[config.mk]
export PLATFORM = sky130hd
export DESIGN_NAME = sskpl_mul
export DESIGN_NICKNAME = d
export VERILOG_FILES = /design/src/hw/rtl/sskpl_pkg.sv /design/src/hw/rtl/sskpl_mul.sv
export SDC_FILE = /design/constraint.sdc
export NUM_CORES = 1
export LEC_CHECK = 0
export ABC_AREA = 1
export BUFFER_PORTS_ARGS = -buffer_cell sky130_fd_sc_hd__buf_2
export CAP_MARGIN = 20
export CORE_UTILIZATION = 40
export CTS_CLUSTER_SIZE = 30
export DETAILED_ROUTE_END_ITERATION = 8
export SYNTH_ARGS = -nofsm -noshare
export SYNTH_HDL_FRONTEND = slang
export SYNTH_SLANG_ARGS = --single-unit
[constraint.sdc]
create_clock -name aclk -period 3.1 [get_ports aclk]
set_clock_uncertainty 0.1 [all_clocks]
set_input_delay 0.62 -clock aclk [delete_from_list [all_inputs] [get_ports aclk]]
set_output_delay 0.62 -clock aclk [all_outputs]
set_load 0.005 [all_outputs]
[src/hw/rtl/sskpl_pkg.sv]
package sskpl_pkg;

    // Q0.24 fraction bits and the serial multiplier's second operand width
    localparam int FRAC_BITS = 24;
    localparam int MB = 25;
    localparam int CFG_IW = 3;
    localparam int CFG_DW = 24;

    localparam logic [24:0] ONE_Q24    = 25'd16777216;
    localparam logic [23:0] ATTACK_Q24 = 24'd13086228;

    // register indexes
    localparam logic [CFG_IW-1:0] REG_ENABLE    = 3'd0;
    localparam logic [CFG_IW-1:0] REG_THRESHOLD = 3'd1;
    localparam logic [CFG_IW-1:0] REG_RELEASE   = 3'd2;
    localparam logic [CFG_IW-1:0] REG_KNEE      = 3'd3;
    localparam logic [CFG_IW-1:0] REG_CEILING   = 3'd4;

    localparam logic [22:0] THRESHOLD_RST = 23'd8103826;
    localparam logic [23:0] RELEASE_RST   = 24'd1677722;
    localparam logic [23:0] KNEE_RST      = 24'd1677722;
    localparam logic [22:0] CEILING_RST   = 23'd8103826;

endpackage

[src/hw/rtl/sskpl_mul.sv]
// Shift-add multiplier, one bit of b per cycle.
module sskpl_mul #(
    parameter int MA = 25
) (
    input  logic                       aclk,
    input  logic                       aresetn,
    input  logic                       start,
    input  logic [MA-1:0]              a,
    input  logic [sskpl_pkg::MB-1:0]   b,
    output logic                       busy,
    output logic [MA+sskpl_pkg::MB-1:0] prod
);
    localparam int PW = MA + sskpl_pkg::MB;

    logic [PW-1:0]            p_reg;
    logic [PW-1:0]            a_reg;
    logic [sskpl_pkg::MB-1:0] b_reg;
    logic [4:0]               cnt_reg;
    logic                     busy_reg;

    always_ff @(posedge aclk) begin
        if (!aresetn) begin
            busy_reg <= 1'b0;
            cnt_reg  <= '0;
        end else if (start && !busy_reg) begin
            busy_reg <= 1'b1;
            cnt_reg  <= '0;
        end else if (busy_reg) begin
            cnt_reg <= cnt_reg + 5'd1;
            if (cnt_reg == 5'(sskpl_pkg::MB - 1)) begin
                busy_reg <= 1'b0;
            end
        end
    end

    always_ff @(posedge aclk) begin
        if (start && !busy_reg) begin
            p_reg <= '0;
            a_reg <= PW'(a);
            b_reg <= b;
        end else if (busy_reg) begin
            if (b_reg[0]) begin
                p_reg <= p_reg + a_reg;
            end
            a_reg <= {a_reg[PW-2:0], 1'b0};
            b_reg <= {1'b0, b_reg[sskpl_pkg::MB-1:1]};
        end
    end

    assign busy = busy_reg;
    assign prod = p_reg;
endmodule

==> results.md <==
* Worst-path fanout max at 5
* Vias at 9,033
* Power Density at 582.3 nW/um^2
* Final min period at 2.671 ns
* Cells after DPL at 1,823
* DIE AREA at 23,610 um^2
* Required @ worst endpoint at 3.38 ns
* Pre-antenna DRT Iters at 5
* Grt total ovfl at 0
* Register area at 3123 um^2
* Vias in the first global route at 8,458
* Core area at 22,570 um^2
* Avg WL per Cell at 15.19 um
* Yosys warns at 0
* HPWL Detailed at 22,110 um
* Part of the power in combinational logic at 28.9%
* Post-synthesis area per instance at 6.336 um^2
* Largest net degree at the start of global routing at 86
* Initial Util at 40.76%
* Final hold vios at 0
* I/O pins at 104
* Later-pin clock latency in the skew report at 0.44 ns
* Synth Instances at 1,452
* Max-slew violations at 0
* Row cnt at 55
* Antenna diodes at 0
* CP dominant cell by count: nand2_1
* Post-synth cell types at 39
* Die height at 153.7 um
* RSZ-0062 raised after global routing: false
* Leakage at 5.877 nW
* Status: finished, final reports clean
* Crit path kind: flip-flop to flip-flop
* Net Sw Frac at 36.46%
* Final cell count without fillers at 1,855
* Tcrit/Tclk final at 86.18%
* Syn nets at 1,557
* CTS Sinks at 131
* Slowest cell on the critical path: a21oi_1
* Setup Viol. Count Final at 0
* Clock network power share at 35.9%
* Number of H-tree levels at 4
* CTS tree: built
* Gates resized, CTS repair at 0
* Sequential power share at 35.1%
* FILL cells at 2,391
* Post-route ant nets at 0
* Port Buffer Count at 103
* Setup crit start kind: flip-flop
* Worst setup EP type: flip-flop
* Sw Pwr at 2.273 mW
* Power Internal at 3.961 mW
* Crit-path cells: ha_1 -> inv_1 -> fa_1 -> inv_1 -> nand3_1 -> nand2_1 -> nand2_1 -> nand2_1 -> nand2_1 -> nand2_1 -> a21oi_1 -> nand2_1 -> nand2_1 -> nor2_1 -> nor2_1
* Vias per std cell at 4.870
* CTS Buf Count at 17
* Total setup buffers inserted after CTS at 0
* Sequential area share after synthesis at 33.95%
* First-pass GRT wire length at 45,010 um
* GP Congestion at 0.9336
* Area of the multi-input gates at 4881 um^2
* Worst Hold Class: input pin to flip-flop
* Worst path arrival time at 2.95 ns
* # Max-Cap Violations at 0
* Crit path largest cell delay at 0.56 ns
* Number of hold buffers added after cts at 0
* FF+latch count, synth at 131
* CTS Buffer Depth at 2
* Detailed Route Iter0 Violations at 582
* Upper clock frequency limit at 374.3 MHz
* Layout cells sized above 1 at 12.23%
* Clock transition at the registers of the reported paths at 0.08 ns
* # DRC at 0
* Fin Setup TNS at 0 ns
* Antenna violations before repair at 0
* Overall Global Routing Usage at 24.62%
* Slew HR at 43.26%
* Worst Tran Pin Value at 0.8459 ns
* Max VDD drop at 0.3053 mV
* Die width at 153.7 um
* Total wire length at 28,180 um
* Post-Syn Area at 9200 um^2
* Syn-to-layout area delta at 16.35%
* Root Buffer: clkbuf_16
* Final layout net count at 1,662
-- synth_stat cells --
master / instances / area [um^2]
nor2_1: 92 / 345.3
o21bai_1: 14 / 105.1
nor4_1: 1 / 6.260
fa_1: 1 / 20.02
buf_4: 1 / 7.510
o21a_1: 2 / 15.01
edfxtp_1: 50 / 1501
nand3b_2: 1 / 11.26
nor3_1: 11 / 55.05
or2_1: 2 / 12.51
inv_2: 3 / 11.26
clkbuf_1: 21 / 78.83
nand2_2: 13 / 81.33
nand3_2: 1 / 10.01
xnor2_1: 12 / 105.1
nor3_2: 4 / 40.04
clkinv_1: 1 / 3.750
nand2_1: 541 / 2031
dfxtp_1: 81 / 1622
o211ai_1: 3 / 22.52
nand3_1: 76 / 380.4
o21ai_0: 52 / 260.3
a21boi_0: 2 / 15.01
nand4_1: 14 / 87.58
xor2_1: 2 / 17.52
a21oi_1: 59 / 295.3
inv_1: 284 / 1066
a21oi_2: 1 / 8.760
a31oi_1: 2 / 12.51
nor2_2: 13 / 81.33
o22ai_1: 23 / 143.9
and2_1: 1 / 6.260
buf_1: 3 / 11.26
a41oi_1: 1 / 8.760
buf_2: 5 / 25.02
or2_2: 5 / 31.28
nor2_4: 1 / 11.26
ha_1: 51 / 638.1
nand3b_1: 2 / 15.01
-- layout by cell type (no fill, tap or decap), types with 3 or more instances in the layout --
cell type / count
inv_2: 4
ha_1: 51
inv_1: 283
o211ai_1: 3
nor3_2: 4
clkbuf_16: 17
buf_4: 12
inv_6: 5
a21oi_1: 59
buf_2: 103
nand2_2: 13
edfxtp_1: 50
nor2_1: 91
inv_8: 4
nand2_1: 541
nand4_1: 14
o22ai_1: 23
o21ai_0: 52
xnor2_1: 12
nand3_1: 76
or2_2: 5
nor3_1: 11
nor2_2: 13
dfxtp_1: 81
bufinv_16: 3
o21bai_1: 14
-- routing by layer --
metal	GRT usage, %	share of wire, %	vias up	routed length, um
met2	38.55	43	228	12240
met5	0	0	-	0
li1	-	-	4723	-
met4	6.190	1.4	0	395
met1	34.60	49	4060	13900
met3	4.763	5.8	22	1639
-- metrics by stage --
step	setup slack [ns]	hold WS (ns)	power (mW)	area [um^2]	util (%)
after global placement	0.4959	0.3669	4.006	10070	44.60
after CTS	0.4786	0.3154	6.267	10700	47.42
after global routing	0.1993	0.3251	6.586	10700	47.42
after floorplan	0.2180	0.3488	3.390	9200	-
after detailed placement	0.5125	0.3716	4.016	10070	44.60
final	0.4285	0.3286	6.233	10700	47.42
-- area by class of cell --
type	instances	share of cell area, %
Timing Repair Buffer	116	5.845
Tap cell	285	3.331
Clock buffer	17	3.974
Clock inverter	15	1.975
Multi-Input combinational cell	1003	45.60
Inverter	288	10.10
Sequential cell	131	29.18
-- kinds of logic after synthesis --
group	synth area share (%)
flops	33.95
xor+xnor	1.333
simple gates	34.84
buf+inv	13.08
fa+ha+maj	7.154
compound gates	9.642
-- power groups by stage --
stage / clock network (mW) / registers [mW] / logic (mW)
CTS: 2.28 / 2.19 / 1.80
detailed placement: 0 / 2.23 / 1.79
finish: 2.24 / 2.19 / 1.80
floorplan: 0 / 2.19 / 1.20
global placement: 0 / 2.22 / 1.79
global route: 2.34 / 2.21 / 2.03
-- critical path, delay by kind of cell (launching register included) --
| kind | cells | cell delay, ns |
|---|---|---|
| buffers and inverters | 2 | 0.12 |
| adders and majority gates | 2 | 0.41 |
| and+or+nand+nor | 10 | 1.03 |
| DFF | 1 | 0.39 |
| AOI/OAI and AO/OA | 1 | 0.56 |
-- path summary, 6_finish.rpt --
check | start | to | cells past startpoint | slack [ns]
worst max register to register | a_reg[0] | prod[28] | 15 | 0.43
worst min-delay path | aresetn | busy | 3 | 0.33
worst min register to register | a_reg[49] | a_reg[49] | 2 | 0.39
worst max-delay path | a_reg[0] | prod[28] | 15 | 0.43
No activity file was read; power rests on OpenSTA's default activity.
