File: config.mk
export PLATFORM = sky130hd
export DESIGN_NAME = sskpl_div
export DESIGN_NICKNAME = d
export VERILOG_FILES = /design/src/hw/rtl/sskpl_pkg.sv /design/src/hw/rtl/sskpl_div.sv
export SDC_FILE = /design/constraint.sdc
export NUM_CORES = 1
export LEC_CHECK = 0
export ABC_CLOCK_PERIOD_IN_PS = 3100
export BUFFER_PORTS_ARGS = -buffer_cell sky130_fd_sc_hd__buf_2
export CORE_ASPECT_RATIO = 0.75
export CORE_MARGIN = 2
export CORE_UTILIZATION = 41
export DETAILED_ROUTE_END_ITERATION = 8
export HOLD_SLACK_MARGIN = 0.05
export SYNTH_ARGS = -nofsm -noshare
export SYNTH_HDL_FRONTEND = slang
export SYNTH_SLANG_ARGS = --single-unit
File: constraint.sdc
create_clock -name aclk -period 3.1 [get_ports aclk]
set_input_delay 0.31 -clock aclk [delete_from_list [all_inputs] [get_ports aclk]]
set_output_delay 0.31 -clock aclk [all_outputs]
set_load 0.01 [all_outputs]
File: src/hw/rtl/sskpl_pkg.sv
package sskpl_pkg;

    // Q0.24 fraction bits and the serial multiplier's second operand width
    localparam int FRAC_BITS = 24;
    localparam int MB = 25;
    localparam int CFG_IW = 3;
    localparam int CFG_DW = 24;

    localparam logic [24:0] ONE_Q24    = 25'd16777216;
    localparam logic [23:0] ATTACK_Q24 = 24'd13086228;

    // register indexes
    localparam logic [CFG_IW-1:0] REG_ENABLE    = 3'd0;
    localparam logic [CFG_IW-1:0] REG_THRESHOLD = 3'd1;
    localparam logic [CFG_IW-1:0] REG_RELEASE   = 3'd2;
    localparam logic [CFG_IW-1:0] REG_KNEE      = 3'd3;
    localparam logic [CFG_IW-1:0] REG_CEILING   = 3'd4;

    localparam logic [22:0] THRESHOLD_RST = 23'd8103826;
    localparam logic [23:0] RELEASE_RST   = 24'd1677722;
    localparam logic [23:0] KNEE_RST      = 24'd1677722;
    localparam logic [22:0] CEILING_RST   = 23'd8103826;

endpackage

File: src/hw/rtl/sskpl_div.sv
// Restoring divider: floor(num * 2^24 / den) for num < den, one quotient bit per cycle.
module sskpl_div #(
    parameter int DW = 48
) (
    input  logic                           aclk,
    input  logic                           aresetn,
    input  logic                           start,
    input  logic [DW-1:0]                  num,
    input  logic [DW-1:0]                  den,
    output logic                           busy,
    output logic [sskpl_pkg::FRAC_BITS-1:0] quo
);
    logic [DW-1:0]                   rem_reg;
    logic [DW-1:0]                   den_reg;
    logic [sskpl_pkg::FRAC_BITS-1:0] q_reg;
    logic [4:0]                      cnt_reg;
    logic                            busy_reg;
    logic [DW:0]                     trial;

    assign trial = {rem_reg, 1'b0};

    always_ff @(posedge aclk) begin
        if (!aresetn) begin
            busy_reg <= 1'b0;
            cnt_reg  <= '0;
        end else if (start && !busy_reg) begin
            busy_reg <= 1'b1;
            cnt_reg  <= '0;
        end else if (busy_reg) begin
            cnt_reg <= cnt_reg + 5'd1;
            if (cnt_reg == 5'(sskpl_pkg::FRAC_BITS - 1)) begin
                busy_reg <= 1'b0;
            end
        end
    end

    always_ff @(posedge aclk) begin
        if (start && !busy_reg) begin
            rem_reg <= num;
            den_reg <= den;
            q_reg   <= '0;
        end else if (busy_reg) begin
            if (trial >= {1'b0, den_reg}) begin
                rem_reg <= DW'(trial - {1'b0, den_reg});
                q_reg   <= {q_reg[sskpl_pkg::FRAC_BITS-2:0], 1'b1};
            end else begin
                rem_reg <= trial[DW-1:0];
                q_reg   <= {q_reg[sskpl_pkg::FRAC_BITS-2:0], 1'b0};
            end
        end
    end

    assign busy = busy_reg;
    assign quo  = q_reg;
endmodule

==> run metrics, run 1 <==
PwrDens between 900 and 1000 nW/um^2; Top Ports ~120; drt wl/cell approximately 16 um; setup slack, reg-to-reg 0.15 ns; P_int 5.81 mW; Core Rows 44; Power Total 10.0 mW; die area between 20000 and 25000 sq um; Peak Freq between 300 and 400 MHz; Hold Crit Class in -> reg; CP Launch Type flop; Slowest-stage cell, CP or4_1; core area around 19000 sq um; final wirelength around 22 mm; Max Cap Viol 0; share of post-route cells with drive strength above 1 0.213; critical path type reg -> reg; Yosys Warn Count 0; detailed placement HPWL 15.9 mm; Min Hold Slack around 0.065 ns; WP data arrival between 3 and 4 ns; Slew @ Worst Pin approximately 0.7 ns; Setup TNS Final 0 ns; Routed Antenna Nets 0; status completed; Comb pwr share 0.547; Reg clk slew, reported paths 0.06 ns; Via density roughly 5.3; CP endpoint kind flop; Tmin final approximately 3.0 ns; CP max stage delay about 0.55 ns; gr ovfl total 0; antenna diode count 0; Sink Count between 100 and 150; Setup Skew around 0.012 ns; Layout Utilization 0.533; Final setup viols 0; sequential fraction of design power 0.260; drt drc 0; final hold violation count 0; critical-path cell list ha_1 > or4_1 > o211ai_1 > nand4_1 > and2_1 > a21oi_1 > o21ai_1 > mux2i_1 > nor3_1; first-pass GRT wire length 36.1 mm; Global Route Usage Sum 0.213; antenna violations before repair 0; DRT Pass-1 Iters 5; CP max FO 4; Clk pwr share 0.193; Mapped Area 8060 sq um; DP Worst Slack 0.112 ns; largest net degree at the start of global routing 72; Post-synth EDFFs 96; 1st-iter DRT viols about 640; Pleak 4.40 nW; Die Height 125 um; post-synth net total 1062; Vias 7223; area growth from synthesis to layout 27.8%; Seq cells post-synth between 100 and 150; Unique masters post-synth 60; CTS tree done; Cells after Synth just over 900; Sw Share 0.420; worst vdd ir around 0.46 mV; fin worst setup slack between 0.1 and 0.15 ns; relative slew slack 0.535; CTS H-Tree Depth 4; Initial Utilization 0.417; Required @ worst endpoint 3.28 ns; CTS buffer count 17; CTS max path bufs 2; nets roughly 1200; Psw 4.21 mW; Clock Latency Late Sink 0.43 ns; gpl congestion slightly below 1; main flop type after synthesis edfxtp_1; CTS root buf clkbuf_16; Die X roughly 170 um; Synth Area per Inst 8.82 sq um; Seq/Total Area, Yosys 0.432; final worst-path cycle share 0.952; asr flop ratio synth 0; number of I/O port buffers around 120; vias in the first global route 6983; Pins Over Slew Limit 0
==> per-stage QoR <==
stage	instances	cell area (sq um)
finish	1366	10300
global route	1366	10300
CTS	1364	10100
detailed placement	1296	9220
global placement	1296	9220
floorplan	913	8060
==> area by class of cell <==
type / instances / area [sq um]
timing repair buffer: 209 / 1410
clock inverter: 15 / 141
tap: 253 / 317
multi-input combinational: 683 / 4290
clock buffer: 17 / 425
fill: 1819 / 9030
sequential: 126 / 3480
inverter: 63 / 236
==> per-layer routing <==
layer  track usage  wire, um  part of all wire  up-vias
li1              -         -                 -     3651
met1         0.320     11500              0.53     3341
met2         0.312      8890              0.41      213
met3        0.0437      1140             0.052       18
met4        0.0558       212            0.0098        0
met5             0         0                 0        -
==> power groups by stage <==
stage               clock, mW  sequential [mW]  combinational, mW
floorplan                   0             2.54               3.75
global placement            0             2.59               5.22
detailed placement          0             2.60               5.21
CTS                      1.98             2.58               5.28
global route             2.05             2.65               6.10
finish                   1.93             2.61               5.47
==> kinds of logic (layout without fill, tap and decap cells) <==
kind of cell,Yosys count,after routing,synth area share
and+or+nand+nor,324,324,0.185
AOI/OAI and AO/OA,262,262,0.199
DFF,126,126,0.432
buffers and inverters,104,304,0.0531
adders and majority gates,50,50,0.0786
xor gates and xnor gates,40,40,0.0435
muxes,7,7,0.00885
==> critical path, delay by kind of cell, from the launching register on <==
family | cells | cell delay [ns]
AND/OR/NAND/NOR | 4 | 1.02
AO/OA/AOI/OAI | 3 | 0.84
adder cells (fa/ha/maj) | 1 | 0.26
flip-flops | 1 | 0.39
multiplexers | 1 | 0.19
==> path summary, 6_finish.rpt <==
kind	from	to	cells after the start
hold / removal	den[16]	den_reg[16]	1
setup reg to reg	rem_reg[3]	rem_reg[43]	9
setup / recovery	rem_reg[3]	rem_reg[43]	9
hold reg to reg	quo[0]	quo[1]	2
==> cells in the mapped netlist (2+ instances only) <==
cell | instances | area (sq um)
a211o_1 | 2 | 17.5
a211oi_1 | 2 | 15.0
a21o_1 | 25 | 188
a21oi_1 | 90 | 450
a221o_1 | 2 | 20.0
a221oi_1 | 2 | 17.5
a31oi_1 | 24 | 150
a41oi_1 | 2 | 17.5
and2_1 | 5 | 31.3
and3_1 | 11 | 68.8
buf_1 | 2 | 7.51
buf_2 | 15 | 75.1
buf_4 | 5 | 37.5
clkbuf_1 | 19 | 71.3
dfxtp_1 | 30 | 601
edfxtp_1 | 96 | 2880
ha_1 | 49 | 613
inv_1 | 63 | 236
mux2i_1 | 6 | 60.1
nand2_1 | 129 | 484
nand2b_1 | 31 | 194
nand3_1 | 22 | 110
nand4_1 | 16 | 100
nor2_1 | 75 | 282
nor2b_1 | 2 | 12.5
nor3_1 | 15 | 75.1
nor3_2 | 2 | 20.0
nor3b_1 | 2 | 15.0
nor4_1 | 4 | 25.0
o2111ai_1 | 2 | 17.5
o211ai_1 | 10 | 75.1
o21a_1 | 3 | 22.5
o21ai_0 | 59 | 295
o21ai_1 | 10 | 50.1
o21bai_1 | 10 | 75.1
o31a_1 | 3 | 26.3
o41ai_1 | 2 | 17.5
or3_1 | 6 | 37.5
xnor2_1 | 26 | 228
xor2_1 | 14 | 123
==> layout by cell type (no fill, tap or decap), drive strengths merged, types with 3 or more instances in the layout <==
cell type | Yosys | layout
inv | 63 | 74
o21ai | 70 | 70
clkinv | 0 | 4
o21a | 3 | 3
nand4 | 17 | 17
o31a | 3 | 3
dfxtp | 30 | 30
nor2 | 75 | 75
or3 | 6 | 6
o211ai | 10 | 10
nand2b | 31 | 31
and2 | 5 | 5
nor4 | 4 | 4
buf | 22 | 173
xnor2 | 26 | 26
a31oi | 25 | 25
mux2i | 6 | 6
xor2 | 14 | 14
dlygate4sd3 | 0 | 36
clkbuf | 19 | 17
ha | 49 | 49
nand2 | 129 | 129
edfxtp | 96 | 96
and3 | 11 | 11
o21bai | 10 | 10
nor3 | 17 | 17
a21o | 25 | 25
nand3 | 22 | 22
a21oi | 90 | 90
==> repair_timing <==
| action | in CTS | in global routing |
|---|---|---|
| hold buffers | 36 | 0 |
| gates resized for setup | 0 | 28 |
| hold endpoints to repair | 36 | 0 |
| endpoints found under the setup margin | 0 | 44 |
| setup buffers | 0 | 2 |
Power figures use the tool's default switching activity.
==> inputs of run 2 (changes only) <==
==> constraint.sdc (replaced) <==
create_clock -name aclk -period 3.1 [get_ports aclk]
set_input_delay 0.62 -clock aclk [delete_from_list [all_inputs] [get_ports aclk]]
set_output_delay 0.62 -clock aclk [all_outputs]
set_load 0.01 [all_outputs]
==> run 2 against run 1 <==
  * Sequential share of layout area increased by 0.93 points
  * Non-clock buffer count down 37
  * Register-to-register slack got worse by 0.02 ns
  * Sequential power hardly changed
  * Global-route usage about the same
  * Count of clock-buffer cells in the layout grew 2
  * Flip-flop and latch count did not move
  * Wire length grew 0.93%
  * Via count down 2.9%
  * Critical path depth increased by 3
  * Critical path type unchanged
  * Largest cell class unchanged
  * Highest routed layer unchanged
==> run metrics, run 2 (synthesis results as in run 1) <==
Initial Utilization 0.417; core area between 15000 and 20000 sq um; Global Route Usage Sum 0.213; CTS buffer count 17; antenna diode count 0; commonest non-fill, non-tap cell in the layout nand2_1; Via density ~5.3; vias in the first global route about 7000; CTS H-Tree Depth 4; Clock Latency Late Sink about 0.43 ns; P_int approximately 6 mW; drt drc 0; CTS tree done; Top Ports between 100 and 150; sequential fraction of design power 0.257; worst vdd ir 0.460 mV; Clk pwr share 0.203; relative slew slack 0.629; Comb pwr share 0.541; share of post-route cells with drive strength above 1 0.223; Sink Count 126; nets between 1000 and 1500; final wirelength about 22 mm; gpl congestion 0.954; die area about 21000 sq um; dpl cells roughly 1300; Die X roughly 170 um; gr ovfl total 0; Power Total between 10 and 15 mW; Peak Freq about 340 MHz; Layout Utilization 0.519; Core Rows 44; most frequent cells in the layout nand2_1 (129), buf_2 (123), edfxtp_1 (96); placed cell areas between 9000 and 10000 sq um; setup slack, reg-to-reg 0.13 ns; CP endpoint kind flop; largest net degree at the start of global routing 72; Max Cap Viol 0; CTS max path bufs 2; Required @ worst endpoint 3.28 ns; worst hold endpoint den_reg[8]; Reg clk slew, reported paths ~0.06 ns; critical path type reg -> reg; post-route cell area between 10000 and 15000 sq um; DRT Pass-1 Iters 8; Worst R2R End rem_reg[1]; first-pass GRT wire length 36.0 mm; Die Height 125 um; CP max FO 11; CTS root buf clkbuf_16; WP data arrival between 3 and 4 ns; cell depth of the worst flop-to-flop path 12; Tmin final slightly below 3 ns; Routed Antenna Nets 0; Pleak between 4 and 5 nW; final worst-path cycle share 0.960; Post-Layout Cell Count roughly 1300; RSZ-0062 raised after global routing true; Sw Share 0.414; CP Launch Type flop; drt wl/cell around 16 um; Pins Over Slew Limit 0; Final setup viols 0; FF-to-FF Start rem_reg[27]; Hold Crit Start den[8]; Slew @ Worst Pin approximately 0.55 ns; status completed; cell depth of the worst min-delay path 1; detailed placement HPWL about 16 mm; Setup Skew roughly 0.0092 ns; number of I/O port buffers ~120; Psw ~4.2 mW; area growth from synthesis to layout 24.4%; 1st-iter DRT viols around 590; final hold violation count 0; PwrDens a little over 1000 nW/um^2; Hold Crit Class in -> reg; Vias around 7000; antenna violations before repair 0
## run 2: per-layer routing
| metal | global-route usage | share of wire | vias up |
|---|---|---|---|
| li1 | - | - | 3566 |
| met1 | 0.322 | 0.53 | 3244 |
| met2 | 0.309 | 0.41 | 176 |
| met3 | 0.0427 | 0.045 | 27 |
| met4 | 0.0609 | 0.014 | 0 |
| met5 | 0 | 0 | - |
## run 2: how the worst max path moves through the flow
stage,startpoint,end,cells after the start
6_report,rem_reg[27],rem_reg[1],12
5_1_grt,rem_reg[38],rem_reg[1],12
4_1_cts,rem_reg[23],rem_reg[19],10
3_5_place_dp,rem_reg[37],rem_reg[1],12
3_3_place_gp,rem_reg[10],rem_reg[39],12
2_1_floorplan,rem_reg[37],rem_reg[21],10
## run 2: power by group through the flow
| stage | Clock, mW | Sequential, mW | Combinational [mW] |
|---|---|---|---|
| 6_report | 2.07 | 2.63 | 5.53 |
| 5_1_grt | 2.18 | 2.67 | 6.13 |
| 4_1_cts | 2.11 | 2.58 | 5.28 |
| 3_5_place_dp | 0 | 2.61 | 5.23 |
| 3_3_place_gp | 0 | 2.59 | 5.22 |
| 2_1_floorplan | 0 | 2.54 | 3.75 |
## run 2: what timing repair did
action | CTS | global route
endpoints found under the setup margin | 0 | 43
buffers inserted | 0 | 1
resized for setup | 0 | 36
hold buffers | 0 | 0
## run 2: layout make-up
cell class	instances	area, sq um
clock buffers	19	475
well taps	253	317
flip-flops and latches	126	3480
fillers	1844	9300
inverters	63	236
repair buffers	172	1040
clock inverters	13	135
multi-input cells	683	4330
## run 2: critical path: stages, from the launching register on
cell and delay (ns):
edfxtp_1 0.44, ha_1 0.39, a21oi_1 0.23, o21ai_0 0.19, a21oi_1 0.24, o21ai_1 0.11, o21bai_1 0.20, buf_4 0.14
o2111ai_2 0.18, buf_12 0.21, nor2_1 0.08, a21oi_1 0.05, mux2_2 0.26
## run 2: through the flow
| step | hold WS, ns | setup TNS (ns) | setup slack, ns |
|---|---|---|---|
| 6_report | 0.361 | 0 | 0.125 |
| 5_1_grt | 0.348 | -0.0327 | -0.0240 |
| 4_1_cts | 0.350 | 0 | 0.0169 |
| 3_5_place_dp | 0.464 | 0 | 0.104 |
| 3_3_place_gp | 0.462 | 0 | 0.103 |
| 2_1_floorplan | 0.488 | 0 | 0.465 |
==> inputs of run 3 (changes only) <==
--- a/config.mk
+++ b/config.mk
@@ -12,6 +12,7 @@
 export CORE_UTILIZATION = 41
 export DETAILED_ROUTE_END_ITERATION = 8
 export HOLD_SLACK_MARGIN = 0.05
+export PLACE_DENSITY = 0.72
 export SYNTH_ARGS = -nofsm -noshare
 export SYNTH_HDL_FRONTEND = slang
 export SYNTH_SLANG_ARGS = --single-unit
==> run 3 against run 2 <==
  * Via count is 5.1% higher
  * Register-to-register slack got worse by 0.02 ns
  * Sequential power is essentially flat
  * Die area unchanged
  * Count of clock-buffer cells in the layout increased by 2
  * Setup slack got worse by 0.025 ns
  * Hold slack improved by 0.0037 ns
  * Design area rose by 2.8%
  * Wire length is 4.5% higher
  * Critical path type unchanged
  * Flip-flop and latch count stayed put
  * Clock power is 3% lower
  * Largest cell class unchanged
==> run metrics, run 3 (synthesis results as in run 1) <==
gr ovfl total 0; metal2 WL around 9.4 mm; PwrDens about 1000 nW/um^2; fin worst setup slack roughly 0.10 ns; status completed; Die X 166 um; CP max FO 11; Vias 7372; DP Worst Slack -0.0122 ns; die area roughly 21000 sq um; Final setup viols 0; CP endpoint kind flop; CTS max path bufs 2; commonest non-fill, non-tap cell in the layout nand2_1; Min Hold Slack roughly 0.36 ns; CTS tree done; Pleak about 4.4 nW; worst vdd ir just over 0.5 mV; post-route cell area roughly 10000 sq um; Die Height around 130 um; most frequent cells in the layout nand2_1 (129), buf_2 (123), edfxtp_1 (96); drt wl/cell 16.9 um; CTS root buf clkbuf_16; WP data arrival ~3.3 ns; Top Ports ~120; Reg clk slew, reported paths 0.06 ns; nets between 1000 and 1500; final hold violation count 0; placed cell areas approximately 9300 sq um; vias in the first global route a little under 7000; Via density roughly 5.4; RSZ-0062 raised after global routing true; CP Launch Type flop; Setup TNS Final 0 ns; final worst-path cycle share 0.967; routed wire length on met3 approximately 1.6 mm; DRT Pass-1 Iters 6; number of I/O port buffers between 100 and 150; Layout Utilization 0.533; CP max stage delay between 0.4 and 0.5 ns; critical-path cell list ha_4 > nand4_2 > nor3_2 > o21ai_2 > a31oi_4 > nand4_1 > o2111a_2 > buf_6 > or3_1 > a31oi_1; Global Route Usage Sum 0.218; drt drc 0; core area 19300 sq um; Peak Freq between 300 and 400 MHz; WL met1 around 12 mm; detailed placement HPWL between 15 and 20 mm; CTS H-Tree Depth 4; first-pass GRT wire length roughly 36 mm; largest net degree at the start of global routing roughly 70; Tmin final ~3 ns; Setup Skew ~0.0085 ns; area growth from synthesis to layout 27.9%; Initial Utilization 0.417; top sig layer met4; Hold Crit Class in -> reg; antenna diode count 0; Core Rows 44; CTS buffer count 17; relative slew slack 0.569; Post-Layout Cell Count roughly 1400; Power Total 10.6 mW; Slowest-stage cell, CP edfxtp_1; final wirelength between 20 and 25 mm; crit path buf inv count 1; Routed Antenna Nets 0; antenna violations before repair 0; filler cell count approximately 1800; gpl congestion ~0.9; Required @ worst endpoint around 3.4 ns; Clock Latency Late Sink between 0.4 and 0.5 ns; critical path type reg -> reg; share of post-route cells with drive strength above 1 0.250; Sink Count about 130; dpl cells 1307; Pins Over Slew Limit 0; Crit path max-delay family simple AND/OR/NAND/NOR gates; Max Cap Viol 0; Slew @ Worst Pin 0.638 ns; 1st-iter DRT viols slightly below 800; number of hold buffers added after CTS 0
-- run 3: area by class of cell --
type	instances	area, sq um	share of cell area
sequential	126	3480	0.338
inverter	63	236	0.0230
timing repair buffer	196	1230	0.120
clock buffer	21	504	0.0489
tap	253	317	0.0307
multi-input combinational	684	4440	0.431
clock inverter	11	86.3	0.00838
-- run 3: report_power, final --
| part | internal, mW | switching [mW] |
|---|---|---|
| Combinational | 2.64 | 3.29 |
| Sequential | 2.37 | 0.273 |
| Clock | 1.18 | 0.823 |
| Total | 6.20 | 4.39 |
-- run 3: final timing paths --
kind | start | end | slack, ns | cells after the start
setup / recovery | rem_reg[15] | rem_reg[3] | 0.10 | 10
hold / removal | den[41] | den_reg[41] | 0.36 | 1
setup reg to reg | rem_reg[15] | rem_reg[3] | 0.10 | 10
hold reg to reg | quo[23] | quo[23] | 0.47 | 2
-- run 3: routing by layer --
layer | track usage | vias up
met5 | 0 | -
met2 | 0.309 | 288
met1 | 0.338 | 3440
met3 | 0.0421 | 27
met4 | 0.0542 | 0
li1 | - | 3617
-- run 3: what timing repair did --
action,4_1_cts,5_1_grt
pin swaps,1,14
buffers inserted,2,12
gates resized for setup,1,51
endpoints found under the setup margin,2,45
gates cloned,1,0
-- run 3: worst register-to-register path: stages, from the launching register on --
cell      delay, ns
edfxtp_1       0.43
ha_4           0.33
nand4_2        0.16
nor3_2         0.24
o21ai_2        0.11
a31oi_4        0.20
nand4_1        0.22
o2111a_2       0.43
buf_6          0.19
or3_1          0.38
a31oi_1        0.16
